$ cat src/sv/dca_pkg.sv
`timescale 1ns / 1ps
// shared types, constants and calendar tables for the date arithmetic core
package dca_pkg;

  // largest result year of an add or subtract
  localparam int MAX_YEAR = 9999;

  localparam int IN_TDATA_W  = 72;
  localparam int OUT_TDATA_W = 56;

  localparam int Y_W   = 16;        // working year, holds any year up to MAX_YEAR
  localparam int N_W   = 26;        // day serial, two's complement
  localparam int R_W   = N_W - 1;   // remainder while splitting a serial
  localparam int Q_W   = 10;        // year / 100
  localparam int PC_W  = 5;
  localparam int CNT_W = 23;

  // year / 100 as (year * RECIP_100) >> RECIP_SH, exact for years below 199728
  localparam int RECIP_W   = 18;
  localparam int RECIP_100 = 167773;
  localparam int RECIP_SH  = 24;

  // days in 400, 100, 4 and 1 years
  localparam logic [R_W-1:0] D400 = R_W'(146097);
  localparam logic [R_W-1:0] D100 = R_W'(36524);
  localparam logic [R_W-1:0] D4   = R_W'(1461);
  localparam logic [R_W-1:0] D1   = R_W'(365);

  // serial of the first day after year MAX_YEAR
  localparam int LIMIT = MAX_YEAR * 365 + MAX_YEAR / 4 - MAX_YEAR / 100 + MAX_YEAR / 400;

  localparam int DIFF_MAX = 4194303;
  localparam int DIFF_MIN = -4194304;

  typedef enum logic [1:0] {
    OP_ADD  = 2'd0,
    OP_SUB  = 2'd1,
    OP_DIFF = 2'd2,
    OP_NONE = 2'd3
  } op_t;

  typedef enum logic [4:0] {
    UOP_NOP,
    UOP_LOAD_A,
    UOP_LOAD_B,
    UOP_DIV,
    UOP_LEAP,
    UOP_SER1,
    UOP_SER2,
    UOP_SAVE_A,
    UOP_ADDCNT,
    UOP_RANGE,
    UOP_INIT_FS,
    UOP_Q400,
    UOP_Q100,
    UOP_Q4,
    UOP_Q1,
    UOP_MONTH,
    UOP_SET_DATE,
    UOP_DIFF,
    UOP_DONE
  } uop_t;

  typedef enum logic [2:0] {
    COND_NEXT,
    COND_ALWAYS,
    COND_GUARD,
    COND_OP_DIFF,
    COND_SKIP_ADD,
    COND_INVALID,
    COND_OUT_RANGE
  } cond_t;

  // program addresses that are jump targets
  localparam logic [PC_W-1:0] ST_Q400   = PC_W'(10);
  localparam logic [PC_W-1:0] ST_Q100   = PC_W'(11);
  localparam logic [PC_W-1:0] ST_Q4     = PC_W'(12);
  localparam logic [PC_W-1:0] ST_Q1     = PC_W'(13);
  localparam logic [PC_W-1:0] ST_MONTH  = PC_W'(16);
  localparam logic [PC_W-1:0] ST_DIFF   = PC_W'(18);
  localparam logic [PC_W-1:0] ST_FINISH = PC_W'(26);

  typedef struct packed {
    uop_t            uop;
    cond_t           cond;
    logic [PC_W-1:0] target;
  } ctrl_t;

  typedef struct packed {
    logic guard;
    logic vld;
    logic out_range;
    logic op_diff;
    logic skip_add;
  } stat_t;

  typedef struct packed {
    op_t              op;
    logic [13:0]      year_a;
    logic [3:0]       month_a;
    logic [4:0]       day_a;
    logic [13:0]      year_b;
    logic [3:0]       month_b;
    logic [4:0]       day_b;
    logic [CNT_W-1:0] day_count;
  } in_t;

  typedef struct packed {
    logic [13:0]      year_out;
    logic [3:0]       month_out;
    logic [4:0]       day_out;
    logic [CNT_W-1:0] day_difference;
    logic             a_less_than_b;
    logic             a_equals_b;
    logic             a_is_valid;
    logic             range_error;
  } res_t;

  function automatic logic [4:0] days_in_month(input logic [3:0] m, input logic leap);
    logic [4:0] n;
    unique case (m)
      4'd1, 4'd3, 4'd5, 4'd7, 4'd8, 4'd10, 4'd12: n = 5'd31;
      4'd4, 4'd6, 4'd9, 4'd11:                   n = 5'd30;
      4'd2:                                      n = leap ? 5'd29 : 5'd28;
      default:                                   n = 5'd0;
    endcase
    return n;
  endfunction

  // days before the first of a month in a common year
  function automatic logic [8:0] days_before(input logic [3:0] m);
    logic [8:0] n;
    unique case (m)
      4'd2:    n = 9'd31;
      4'd3:    n = 9'd59;
      4'd4:    n = 9'd90;
      4'd5:    n = 9'd120;
      4'd6:    n = 9'd151;
      4'd7:    n = 9'd181;
      4'd8:    n = 9'd212;
      4'd9:    n = 9'd243;
      4'd10:   n = 9'd273;
      4'd11:   n = 9'd304;
      4'd12:   n = 9'd334;
      default: n = 9'd0;
    endcase
    return n;
  endfunction

endpackage

$ cat src/sv/dca_urom.sv
`timescale 1ns / 1ps
// control store of the date sequencer
module dca_urom import dca_pkg::*; (
  input  logic [PC_W-1:0] pc,
  output ctrl_t           word
);

  function automatic ctrl_t cw(input uop_t u, input cond_t c, input logic [PC_W-1:0] t);
    ctrl_t w;
    w.uop    = u;
    w.cond   = c;
    w.target = t;
    return w;
  endfunction

  always_comb begin
    unique case (pc)
      // serial of date A
      5'd0:  word = cw(UOP_LOAD_A,   COND_NEXT,      '0);
      5'd1:  word = cw(UOP_DIV,      COND_NEXT,      '0);
      5'd2:  word = cw(UOP_LEAP,     COND_NEXT,      '0);
      5'd3:  word = cw(UOP_SER1,     COND_NEXT,      '0);
      5'd4:  word = cw(UOP_SER2,     COND_NEXT,      '0);
      5'd5:  word = cw(UOP_SAVE_A,   COND_OP_DIFF,   ST_DIFF);
      // add or subtract
      5'd6:  word = cw(UOP_NOP,      COND_SKIP_ADD,  ST_FINISH);
      5'd7:  word = cw(UOP_ADDCNT,   COND_NEXT,      '0);
      5'd8:  word = cw(UOP_RANGE,    COND_OUT_RANGE, ST_FINISH);
      5'd9:  word = cw(UOP_INIT_FS,  COND_NEXT,      '0);
      5'd10: word = cw(UOP_Q400,     COND_GUARD,     ST_Q400);
      5'd11: word = cw(UOP_Q100,     COND_GUARD,     ST_Q100);
      5'd12: word = cw(UOP_Q4,       COND_GUARD,     ST_Q4);
      5'd13: word = cw(UOP_Q1,       COND_GUARD,     ST_Q1);
      5'd14: word = cw(UOP_DIV,      COND_NEXT,      '0);
      5'd15: word = cw(UOP_LEAP,     COND_NEXT,      '0);
      5'd16: word = cw(UOP_MONTH,    COND_GUARD,     ST_MONTH);
      5'd17: word = cw(UOP_SET_DATE, COND_ALWAYS,    ST_FINISH);
      // difference, serial of date B
      5'd18: word = cw(UOP_NOP,      COND_INVALID,   ST_FINISH);
      5'd19: word = cw(UOP_LOAD_B,   COND_NEXT,      '0);
      5'd20: word = cw(UOP_DIV,      COND_NEXT,      '0);
      5'd21: word = cw(UOP_LEAP,     COND_NEXT,      '0);
      5'd22: word = cw(UOP_SER1,     COND_NEXT,      '0);
      5'd23: word = cw(UOP_SER2,     COND_NEXT,      '0);
      5'd24: word = cw(UOP_NOP,      COND_INVALID,   ST_FINISH);
      5'd25: word = cw(UOP_DIFF,     COND_NEXT,      '0);
      default: word = cw(UOP_DONE,   COND_NEXT,      '0);
    endcase
  end

endmodule

$ cat src/sv/dca_useq.sv
`timescale 1ns / 1ps
// step counter and branch logic of the date sequencer
module dca_useq import dca_pkg::*; (
  input  logic  clk,
  input  logic  rst,
  input  logic  start,
  input  logic  out_free,
  input  stat_t stat,
  output logic  busy,
  output logic  done,
  output ctrl_t ctrl
);

  logic [PC_W-1:0] pc;
  logic            take;

  dca_urom u_urom (
    .pc   (pc),
    .word (ctrl)
  );

  always_comb begin
    unique case (ctrl.cond)
      COND_NEXT:      take = 1'b0;
      COND_ALWAYS:    take = 1'b1;
      COND_GUARD:     take = stat.guard;
      COND_OP_DIFF:   take = stat.op_diff;
      COND_SKIP_ADD:  take = stat.skip_add;
      COND_INVALID:   take = !stat.vld;
      COND_OUT_RANGE: take = stat.out_range;
      default:        take = 1'b0;
    endcase
  end

  assign done = busy && (ctrl.uop == UOP_DONE) && out_free;

  always_ff @(posedge clk) begin
    if (rst) begin
      busy <= 1'b0;
      pc   <= '0;
    end else if (start) begin
      busy <= 1'b1;
      pc   <= '0;
    end else if (busy) begin
      if (ctrl.uop == UOP_DONE) begin
        // hold on the last step until the output register is free
        if (out_free) begin
          busy <= 1'b0;
        end
      end else begin
        pc <= take ? ctrl.target : pc + PC_W'(1);
      end
    end
  end

endmodule

$ cat src/sv/dca_dpath.sv
`timescale 1ns / 1ps
// datapath of the date core: serial conversion, add, split and difference
module dca_dpath import dca_pkg::*; (
  input  logic  clk,
  input  logic  load,
  input  in_t   item,
  input  logic  run,
  input  ctrl_t ctrl,
  output stat_t stat,
  output res_t  res
);

  in_t              inr;
  logic [Y_W-1:0]   y;
  logic [3:0]       m;
  logic [4:0]       d;
  logic [Q_W-1:0]   qy;
  logic [Q_W-1:0]   qp;
  logic             leap;
  logic             vld;
  logic [N_W-1:0]   acc;
  logic [N_W-1:0]   sa;
  logic [R_W-1:0]   r;
  logic [1:0]       kc;

  logic [Y_W-1:0]                 p;
  logic [Y_W+RECIP_W-1:0]         prod_y;
  logic [Y_W+RECIP_W-1:0]         prod_p;
  logic [Y_W:0]                   hund;
  logic                           y_cent;
  logic                           leap_n;
  logic [4:0]                     dim;
  logic                           date_ok;
  logic [N_W-1:0]                 cnt_ext;
  logic [N_W:0]                   dwide;
  logic [CNT_W-1:0]               dsat;
  logic                           less_n;
  logic                           eq_n;
  logic                           guard_n;

  assign p      = y - Y_W'(1);
  assign prod_y = (Y_W+RECIP_W)'(y) * (Y_W+RECIP_W)'(RECIP_100);
  assign prod_p = (Y_W+RECIP_W)'(p) * (Y_W+RECIP_W)'(RECIP_100);

  assign hund   = (Y_W+1)'(qy) * (Y_W+1)'(100);
  assign y_cent = ({1'b0, y} == hund);
  assign leap_n = ((y[1:0] == 2'b00) && !y_cent) || (y_cent && (qy[1:0] == 2'b00));

  assign dim     = days_in_month(m, leap);
  assign date_ok = (y != '0) && (m >= 4'd1) && (m <= 4'd12) && (d >= 5'd1) && (d <= dim);

  assign cnt_ext = {{(N_W-CNT_W){inr.day_count[CNT_W-1]}}, inr.day_count};

  assign dwide = {sa[N_W-1], sa} - {acc[N_W-1], acc};
  always_comb begin
    if ($signed(dwide) > $signed((N_W+1)'(DIFF_MAX))) begin
      dsat = CNT_W'(DIFF_MAX);
    end else if ($signed(dwide) < $signed((N_W+1)'(DIFF_MIN))) begin
      dsat = CNT_W'(DIFF_MIN);
    end else begin
      dsat = dwide[CNT_W-1:0];
    end
  end

  // raw field compare, legal or not
  assign less_n = {inr.year_a, inr.month_a, inr.day_a} < {inr.year_b, inr.month_b, inr.day_b};
  assign eq_n   = {inr.year_a, inr.month_a, inr.day_a} == {inr.year_b, inr.month_b, inr.day_b};

  always_comb begin
    unique case (ctrl.uop)
      UOP_Q400:  guard_n = (r >= D400);
      UOP_Q100:  guard_n = (r >= D100) && (kc != 2'd3);
      UOP_Q4:    guard_n = (r >= D4);
      UOP_Q1:    guard_n = (r >= D1) && (kc != 2'd3);
      UOP_MONTH: guard_n = (m < 4'd12) && (r >= R_W'(dim));
      default:   guard_n = 1'b0;
    endcase
  end

  assign stat.guard     = guard_n;
  assign stat.vld       = vld;
  // negative serials read as huge unsigned values, so one compare covers both ends
  assign stat.out_range = (acc >= N_W'(LIMIT));
  assign stat.op_diff   = (inr.op == OP_DIFF);
  assign stat.skip_add  = (inr.op == OP_NONE) || !vld;

  always_ff @(posedge clk) begin
    if (load) begin
      inr <= item;
    end
    if (run) begin
      unique case (ctrl.uop)
        UOP_LOAD_A: begin
          y                  <= Y_W'(inr.year_a);
          m                  <= inr.month_a;
          d                  <= inr.day_a;
          res.year_out       <= inr.year_a;
          res.month_out      <= inr.month_a;
          res.day_out        <= inr.day_a;
          res.day_difference <= '0;
          res.range_error    <= 1'b0;
          res.a_less_than_b  <= less_n;
          res.a_equals_b     <= eq_n;
        end
        UOP_LOAD_B: begin
          y <= Y_W'(inr.year_b);
          m <= inr.month_b;
          d <= inr.day_b;
        end
        UOP_DIV: begin
          qy <= prod_y[RECIP_SH +: Q_W];
          qp <= prod_p[RECIP_SH +: Q_W];
        end
        UOP_LEAP: begin
          leap <= leap_n;
        end
        UOP_SER1: begin
          acc <= N_W'(p) * N_W'(365) + N_W'(p >> 2);
          vld <= date_ok;
        end
        UOP_SER2: begin
          // (y-1)/400 is floor of (y-1)/100 over four
          acc <= acc - N_W'(qp) + N_W'(qp >> 2) + N_W'(days_before(m))
                 + N_W'(leap && (m > 4'd2)) + N_W'(d) - N_W'(1);
        end
        UOP_SAVE_A: begin
          sa             <= acc;
          res.a_is_valid <= vld;
        end
        UOP_ADDCNT: begin
          acc <= (inr.op == OP_SUB) ? acc - cnt_ext : acc + cnt_ext;
        end
        UOP_RANGE: begin
          res.range_error <= stat.out_range;
        end
        UOP_INIT_FS: begin
          r <= acc[R_W-1:0];
          y <= Y_W'(1);
          m <= 4'd1;
        end
        UOP_Q400: begin
          kc <= 2'd0;
          if (stat.guard) begin
            r <= r - D400;
            y <= y + Y_W'(400);
          end
        end
        UOP_Q100: begin
          if (stat.guard) begin
            r  <= r - D100;
            y  <= y + Y_W'(100);
            kc <= kc + 2'd1;
          end
        end
        UOP_Q4: begin
          kc <= 2'd0;
          if (stat.guard) begin
            r <= r - D4;
            y <= y + Y_W'(4);
          end
        end
        UOP_Q1: begin
          if (stat.guard) begin
            r  <= r - D1;
            y  <= y + Y_W'(1);
            kc <= kc + 2'd1;
          end
        end
        UOP_MONTH: begin
          if (stat.guard) begin
            r <= r - R_W'(dim);
            m <= m + 4'd1;
          end
        end
        UOP_SET_DATE: begin
          res.year_out  <= y[13:0];
          res.month_out <= m;
          res.day_out   <= r[4:0] + 5'd1;
        end
        UOP_DIFF: begin
          res.day_difference <= dsat;
        end
        default: begin
        end
      endcase
    end
  end

endmodule

$ cat src/sv/calendar_date_arithmetic_core.sv
`timescale 1ns / 1ps
// Gregorian date core: add or subtract days, or the day difference of two dates.
// run time differs for a difference (shorter with an illegal date B), an illegal A or the
// unused op, a shift that leaves the year range, and an add or subtract, where it is set
// by the year and month loops of the microcoded sequencer; a stalled output adds its wait.
// one item at a time: the next is taken the cycle after its result reaches the output register.
// synchronous active-high reset clears the sequencer and the output valid.
module calendar_date_arithmetic_core import dca_pkg::*; (
  input  logic                   clk,
  input  logic                   rst,
  input  logic                   s_tvalid,
  output logic                   s_tready,
  // year_a, month_a, day_a, year_b, month_b, day_b, day_count, zero pad
  input  logic [IN_TDATA_W-1:0]  s_tdata,
  // op
  input  logic [1:0]             s_tuser,
  output logic                   m_tvalid,
  input  logic                   m_tready,
  // year_out, month_out, day_out, day_difference, a_less_than_b, a_equals_b,
  // a_is_valid, range_error, zero pad
  output logic [OUT_TDATA_W-1:0] m_tdata
);

  logic  accept;
  logic  busy;
  logic  done;
  logic  out_free;
  in_t   item;
  ctrl_t ctrl;
  stat_t stat;
  res_t  res;

  assign s_tready = !busy;
  assign accept   = s_tvalid && s_tready;
  assign out_free = !m_tvalid || m_tready;

  assign item.op        = op_t'(s_tuser);
  assign item.year_a    = s_tdata[13:0];
  assign item.month_a   = s_tdata[17:14];
  assign item.day_a     = s_tdata[22:18];
  assign item.year_b    = s_tdata[36:23];
  assign item.month_b   = s_tdata[40:37];
  assign item.day_b     = s_tdata[45:41];
  assign item.day_count = s_tdata[68:46];

  dca_useq u_useq (
    .clk      (clk),
    .rst      (rst),
    .start    (accept),
    .out_free (out_free),
    .stat     (stat),
    .busy     (busy),
    .done     (done),
    .ctrl     (ctrl)
  );

  dca_dpath u_dpath (
    .clk  (clk),
    .load (accept),
    .item (item),
    .run  (busy),
    .ctrl (ctrl),
    .stat (stat),
    .res  (res)
  );

  always_ff @(posedge clk) begin
    if (rst) begin
      m_tvalid <= 1'b0;
    end else if (done) begin
      m_tvalid <= 1'b1;
    end else if (m_tready) begin
      m_tvalid <= 1'b0;
    end
  end

  always_ff @(posedge clk) begin
    if (done) begin
      m_tdata <= {(OUT_TDATA_W-50)'(0), res.range_error, res.a_is_valid, res.a_equals_b,
                  res.a_less_than_b, res.day_difference, res.day_out, res.month_out,
                  res.year_out};
    end
  end

`ifndef NO_ASSERTIONS
  a_no_accept_busy : assert property (@(posedge clk) disable iff (rst)
    busy |-> !s_tready)
    else $error("input taken while an item is in work");

  a_result_from_work : assert property (@(posedge clk) disable iff (rst)
    $rose(m_tvalid) |-> $past(busy))
    else $error("result appeared with no item in work");

  a_valid_month : assert property (@(posedge clk) disable iff (rst)
    (m_tvalid && m_tdata[48]) |->
      (m_tdata[17:14] >= 4'd1 && m_tdata[17:14] <= 4'd12 && m_tdata[22:18] != 5'd0))
    else $error("illegal result date for a legal date A");

  a_diff_needs_valid : assert property (@(posedge clk) disable iff (rst)
    (m_tvalid && m_tdata[45:23] != '0) |-> m_tdata[48])
    else $error("day difference reported for an illegal date A");
`endif

endmodule
$ cat config.mk
export PLATFORM = sky130hd
export DESIGN_NAME = calendar_date_arithmetic_core
export DESIGN_NICKNAME = d
export VERILOG_FILES = /design/src/sv/dca_pkg.sv /design/src/sv/dca_urom.sv /design/src/sv/dca_useq.sv /design/src/sv/dca_dpath.sv /design/src/sv/calendar_date_arithmetic_core.sv
export SDC_FILE = /design/constraint.sdc
export NUM_CORES = 2
export LEC_CHECK = 0
export CORE_MARGIN = 1
export CORE_UTILIZATION = 58
export DETAILED_ROUTE_END_ITERATION = 10
export DONT_BUFFER_PORTS = 1
export PLACE_DENSITY = 0.86
export SLEW_MARGIN = 15
export SYNTH_ARGS = -nofsm -noshare
export SYNTH_HDL_FRONTEND = slang
export SYNTH_SLANG_ARGS = --single-unit
$ cat constraint.sdc
create_clock -name clk -period 8.2 [get_ports clk]
set_input_delay 0.82 -clock clk [delete_from_list [all_inputs] [get_ports clk]]
set_output_delay 0.82 -clock clk [all_outputs]
set_load 0.03 [all_outputs]
* Word-level counts from Yosys, hierarchy flattened
Memories as Yosys holds them, arrays and structs flattened. A register that Yosys moved wholly into a read port is not among the register bits.
Index checks and enable logic that the tools add are counted.
W data, S select, Z words.
** Word-level totals
- Register bits :: 304
- Memory bits (read-only) :: 560
- Input port bits :: 78
- Output and inout port bits :: 58
- Word-level logic and storage cells :: 217
- Memories :: 2
** Cells by class
- Add/subtract/negate cells :: 24
- Multipliers :: 4
- Magnitude comparators :: 15
- Equal/unequal tests :: 48
- Muxes and demuxes :: 39
- Bitwise operators :: 1
- Reduce and logical (&&, ||, !) cells :: 53
** Memories
- (no name shown) :: words 32, width 13, rd ports 1, clocked after Yosys merged registers in 1, write ports 0, RTL line dca_urom.sv:17 : unique case (pc)
- (no name shown) :: words 16, width 9, rd ports 1, clocked after Yosys merged registers in 1, write ports 0, RTL line dca_pkg.sv:133 : unique case (m)
** Operators by type and width (number)
- $pmux W25 S6 :: 1
- $mux W25 :: 5
- $pmux W16 S7 :: 1
- $pmux W23 S2 :: 2
- $pmux W26 S3 :: 1
- $mul A16 B18 Y34 const B :: 2
- $mux W16 :: 4
- $mux W23 :: 2
- $eq A5 B4 Y1 const B :: 8
- $gt A27 B23 Y1 const B :: 1
- $lt A27 B23 Y1 const B :: 1
- $sub A26 B26 Y27 :: 1
- $add A25 B14 Y26 :: 1
- $add A26 B1 Y26 :: 1
- $add A26 B26 Y26 :: 1
- $add A26 B5 Y26 :: 1
- $add A26 B8 Y26 :: 1
- $add A26 B9 Y26 :: 1
- $ge A26 B22 Y1 const B :: 1
- $mux W26 :: 1
- $sub A26 B1 Y26 const B :: 1
- $sub A26 B10 Y26 :: 1
- $sub A26 B26 Y26 :: 1
- $ge A25 B11 Y1 const B :: 1
- 73 further kinds :: 143

* Logic depth before layout (Yosys ltp)
- Depth after elaboration :: 10
- Mapped depth :: 33
- Depth with buffers taken out :: 32

* Cells and area by module
From an unflattened synthesis, not the netlist that was laid out.
** Unflattened totals
- Cell total of the unflattened synthesis :: 3553
- Area, all modules :: 35652.9 um^2
** By module, submodules not included
- dca_dpath :: instances 1, cells an instance 3358, area an instance 33060.5 um^2, seq. area each 7597.3 um^2
- calendar_date_arithmetic_core :: instances 1, cells an instance 63, area an instance 1606.5 um^2, seq. area each 1521.5 um^2
- dca_urom :: instances 1, cells an instance 76, area an instance 526.8 um^2, seq. area each 0.0 um^2
- dca_useq :: instances 1, cells an instance 56, area an instance 459.2 um^2, seq. area each 120.1 um^2

* Worst setup path after synthesis
Ideal clock, no wire load.
- Path type :: reg2reg
- Start point :: register u_dpath.y[2]
- End point :: register u_dpath.qp[9], data pin
- Data arrival time :: 7.950 ns
- Required time :: 7.940 ns
- Slack :: -0.010 ns
- Stages on the path, launching flop included :: 33
- Path through :: edfxtp_1 > clkbuf_1 > inv_1 > ha_1 > a21boi_0 > nand3_1 > nand2_1 > nand3_1 > nor3_1 > nand3_1 > xnor2_1 > inv_1 > ha_1 > xor2_1 > ha_1 > fa_1 > fa_1 > fa_1 > inv_1 > fa_1 > inv_1 > ha_1 > a21o_1 > a21o_1 > a211o_1 > a221oi_1 > a21oi_1 > a211oi_1 > nor3_1 > a41o_1 > o21a_1 > nor2_1 > xnor2_1
** Between the ends
- Word-level cells in the longest chain between the ends :: 2
** RTL lines
- from (decl) :: RTL line dca_dpath.sv:14 : logic [Y_W-1:0] y;
- from (signal assigned) :: RTL line dca_dpath.sv:94 : y <= Y_W'(inr.year_a);
- from (signal assigned) :: RTL line dca_dpath.sv:106 : y <= Y_W'(inr.year_b);
- from (signal assigned) :: RTL line dca_dpath.sv:145 : y <= y + Y_W'(400);
- $sub A16 B1 Y16 :: RTL line dca_dpath.sv:41 : assign p = y - Y_W'(1);
- $mul A16 B18 Y34 :: RTL line dca_dpath.sv:43 : assign prod_p = (Y_W+RECIP_W)'(p) * (Y_W+RECIP_W)'(RECIP_100);
- named net u_dpath.prod_p[33] :: RTL line dca_dpath.sv:28 : logic [Y_W+RECIP_W-1:0] prod_p;
- to (signal assigned) :: RTL line dca_dpath.sv:112 : qp <= prod_p[RECIP_SH +: Q_W];
- to (decl) :: RTL line dca_dpath.sv:18 : logic [Q_W-1:0] qp;
The timed path passes the listed nets, and every way through them passes these cells.
A chain may end at the register's enable or synchronous reset.

* Worst setup path after layout
- Start point :: register u_dpath.y[1]
- End point :: register u_dpath.qp[9], data pin
The elaborated chain is that of the path after synthesis.

==> results.yml <==
power_and_ir_drop:
  total_power_mw: 14.41
  leakagePower_nw: 17.53
  ir_drop_uv: 397.7
  power_density_mw_per_mm2: 376.4
cells_and_area:
  nFillCells: 4597
  nets: 4513
  seqCellArea_mm2: 0.009499
  fin_area_mm2: 0.03828
  drive_gt1_share_pct: 6.578
  multiInputGateArea_mm2: 0.02385
  synthToLayoutAreaGrowth_pct: 7.294
timing:
  worst_pin_slew_ns: 1.175
  fin_crit_ns: 7.824
  fin_skew_ns: 0.04115
  timing.final.hold_violations: 0
  setup_violations: 0
  layout_setup_ws_ns: 0.3756
  fmax_mhz: 127.8
  slew_headroom_pct: 20.95
  finalCritPeriodShare_pct: 95.42
  finalMaxSlewViolations: 0
grt:
  grt_overflow_total: 0
  track_usage_pct: 31.33
  antenna_found_initial: 9
  grt_pass1_wl_um: 153300
  grt_start_max_net_pins: 74
  grt_pass1_vias: 28420
place:
  post-dp-hpwl_um: 76910
  place_area_mm2: 0.03686
  gp_congestion: 1.020
  portBuffers: 0
  post-place-ws_ns: 0.1146
clock_network:
  insertion_delay_ns: 0.60
  htree_levels: 2
  cts_root_buffer: "clkbuf_16"
  clk_path_buf_depth: 3
  clk_pin_slew_ns: 0.06
  cts_tree: "done"
  clock-sinks: 326
  cts_buffers: 39
drt:
  final_antenna_net_count: 0
  drtIter0Drc: 2937
  wl_um: 97970
  route.detailed.drc: 0
  routed_via_density: 6.285
  dr.pass1.iters: 7
  num_vias: 27610
  routedWlPerCell_um: 22.30
floorplan:
  row_count: 90
  die-width_um: 250.0
  pin_count: 136
  core_mm2: 0.06058
  dieArea_mm2: 0.06252
  initial_core_util_pct: 58.90
  die_h_um: 250.0
logic_synthesis:
  synth-seq-cells: 326
  synthDistinctLibCells: 90
  async_flop_share_pct: 0
  ys.flop_type: "edfxtp_1"
  synth-edff-count: 297
  syn_inst: 3553
  yosysWarnings: 0
  seq_area_frac_synth_pct: 26.62
  syn-cell-area_mm2: 0.03568
  syn_avg_cell_area_um2: 10.04
worst_hold_path:
  hp-class: "in -> reg"
critical_path:
  slowest_delay_ns: 0.63
  path_depth: 25
  crit_path_frequent_cell: "fa_1"
  critPathTopFamily: "adder cells"
  rr_worst_depth: 25
  crit_arrival_ns: 8.14
  worstReg2RegStart: "u_dpath.y[1]"
  startpoint_type: "flop"
  cp_max_fo: 4
  crit_type: "reg -> reg"
  reg2reg_to: "u_dpath.qp[9]"
  crit_path_end: "u_dpath.qp[9]"
  worstPathRequired_ns: 8.52
  worstSetupEndpointType: "flop"
  r2r_slack_ns: 0.38
  path_buf_inv: 5
  startpoint: "u_dpath.y[1]"
  crit_slowest_cell: "fa_1"
run:
  maxCapViolCount: 0
outcome:
  outcome: "finished clean"
worst register-to-register path, stage by stage, from the launching register on:
cell	delay, ns
edfxtp_1	0.37
inv_2	0.07
ha_1	0.19
a21boi_2	0.16
buf_4	0.14
xnor2_1	0.52
inv_1	0.30
fa_1	0.63
fa_1	0.52
inv_1	0.05
fa_1	0.55
fa_1	0.45
fa_1	0.56
inv_1	0.06
fa_1	0.49
ha_1	0.25
a2111oi_0	0.47
o211ai_1	0.24
a221oi_1	0.37
a21oi_2	0.17
a211oi_2	0.21
nor3_1	0.12
a41o_1	0.29
o21a_1	0.19
nor2_1	0.12
xnor2_1	0.07
routing by layer:
metal	track usage (%)	part of all wire, %	vias to the layer above
met4	16.74	5.8	0
met2	53.02	48	1448
met1	37.74	37	13190
met3	6.049	9.4	419
met5	0	0	-
li1	-	-	12560
state kept, by name, indices dropped and copies added, names as in the netlist, named ones only:
name and cells:
m_tdata 50, u_dpath.res 50, u_dpath.inr 48, u_dpath.acc 26
u_dpath.sa 26, u_dpath.r 25, u_dpath.cnt_ext 23, u_dpath.y 16
u_useq.u_urom.word 13, u_dpath.qp 10, u_dpath.qy 10, u_dpath.d 5
u_useq.pc 5, u_dpath.m 4, u_dpath.kc 2, m_tvalid 1
u_dpath.leap 1, u_dpath.vld 1, u_useq.busy 1
layout by cell type, fill, tap and decap left out, drive strengths merged, types with 16 or more instances in the layout:
cell type  netlist  routed
o21bai          16      16
o21ai          165     165
a211oi          20      20
or3             18      18
fa             288     288
a221oi          20      20
nand2          184     184
o22ai           19      19
xnor2          125     125
nor3            61      61
nand2b          40      40
ha             573     573
mux2            27      27
a31oi           21      21
buf             23      76
o31ai           39      39
a21o            70      70
a21oi          179     179
clkbuf          78      44
dfxtp           29      29
o221ai          16      16
inv            547     552
nor4            28      28
a22oi           34      34
nor2b           28      28
edfxtp         297     297
o211ai          20      20
and3            16      16
nand4           28      28
nor2           193     193
xor2            78      78
nand3           64      64
o21a            26      26
area by class of cell:
cell class / count / share of cell area [%]
Multi-Input combinational cell: 2584 / 62.30
Sequential cell: 326 / 24.81
Inverter: 547 / 5.376
Clock buffer: 44 / 2.709
Tap cell: 782 / 2.556
Timing Repair Buffer: 76 / 1.490
Clock inverter: 26 / 0.6994
Antenna cell: 8 / 0.05229
worst min path at each step:
stage,from,endpoint,slack (ns),cells past startpoint
floorplan,u_dpath.res[36],m_tdata[0],0.40,0
global placement,u_dpath.res[39],m_tdata[3],0.40,0
detailed placement,u_dpath.res[10],m_tdata[29],0.40,0
CTS,rst,m_tvalid,0.29,1
global route,rst,m_tvalid,0.30,1
finish,rst,m_tvalid,0.31,1
logic make-up (layout without fill, tap and decap cells):
| logic type | after synthesis | in the layout | synth area share (%) |
|---|---|---|---|
| and+or+nand+nor | 713 | 713 | 9.685 |
| other | 1 | 14 | 0.01051 |
| xor gates and xnor gates | 203 | 203 | 4.983 |
| buffers and inverters | 648 | 693 | 6.968 |
| adders and majority gates | 861 | 861 | 36.25 |
| AOI/OAI and AO/OA | 763 | 763 | 14.31 |
| DFF | 326 | 326 | 26.62 |
| muxes | 38 | 38 | 1.171 |
metrics by stage:
| stage | setup TNS (ns) | instances | hold slack [ns] | utilization (%) |
|---|---|---|---|---|
| final | 0 | 4393 | 0.3094 | 63.19 |
| after global routing | -0.03507 | 4388 | 0.2995 | 63.17 |
| after CTS | 0 | 4380 | 0.2878 | 63.00 |
| after detailed placement | 0 | 4310 | 0.4045 | 60.83 |
| after global placement | 0 | 4310 | 0.4025 | 60.83 |
| after floorplan | 0 | 3558 | 0.4003 | - |
power by group:
part	switching, mW	leakage (nW)	total [mW]	internal (mW)
Clock	0.772	0.637	1.79	1.02
Sequential	0.0707	2.99	2.24	2.17
Combinational	5.83	13.9	10.4	4.54
Total	6.68	17.5	14.4	7.73
cell usage after synthesis, drive strengths merged (10+ instances only):
master	n	area share, %
and2	12	0.21
a222oi	10	0.28
or2	14	0.25
a21oi	179	2.5
xor2	78	1.9
nand4	28	0.49
mux2i	11	0.32
nand2b	40	0.72
o21ai	165	2.3
xnor2	125	3.1
buf	23	0.38
inv	547	5.8
edfxtp	297	25
a31oi	21	0.37
o22ai	19	0.33
nand3	64	0.90
a2111oi	11	0.27
o221ai	16	0.41
nor2b	28	0.49
o211ai	20	0.42
clkbuf	78	0.82
fa	288	16
nor2	193	2.1
dfxtp	29	1.6
a21o	70	1.5
a221oi	20	0.49
nor4	28	0.51
or4	10	0.23
o31ai	39	0.90
o41ai	11	0.29
nand2	184	1.9
a211oi	20	0.43
o21bai	16	0.34
a221o	15	0.42
o21a	26	0.55
and3	16	0.29
or3	18	0.33
a22oi	34	0.72
ha	573	20
nor3	61	0.87
mux2	27	0.85
timing repair:
action                     4_1_cts  5_1_grt
buffers inserted                 0        5
hold buffers                     0        0
gates resized for setup          1       17
pin swaps                        0        5
setup endpoints to repair        1        8
(Power assumes the default switching activity.)
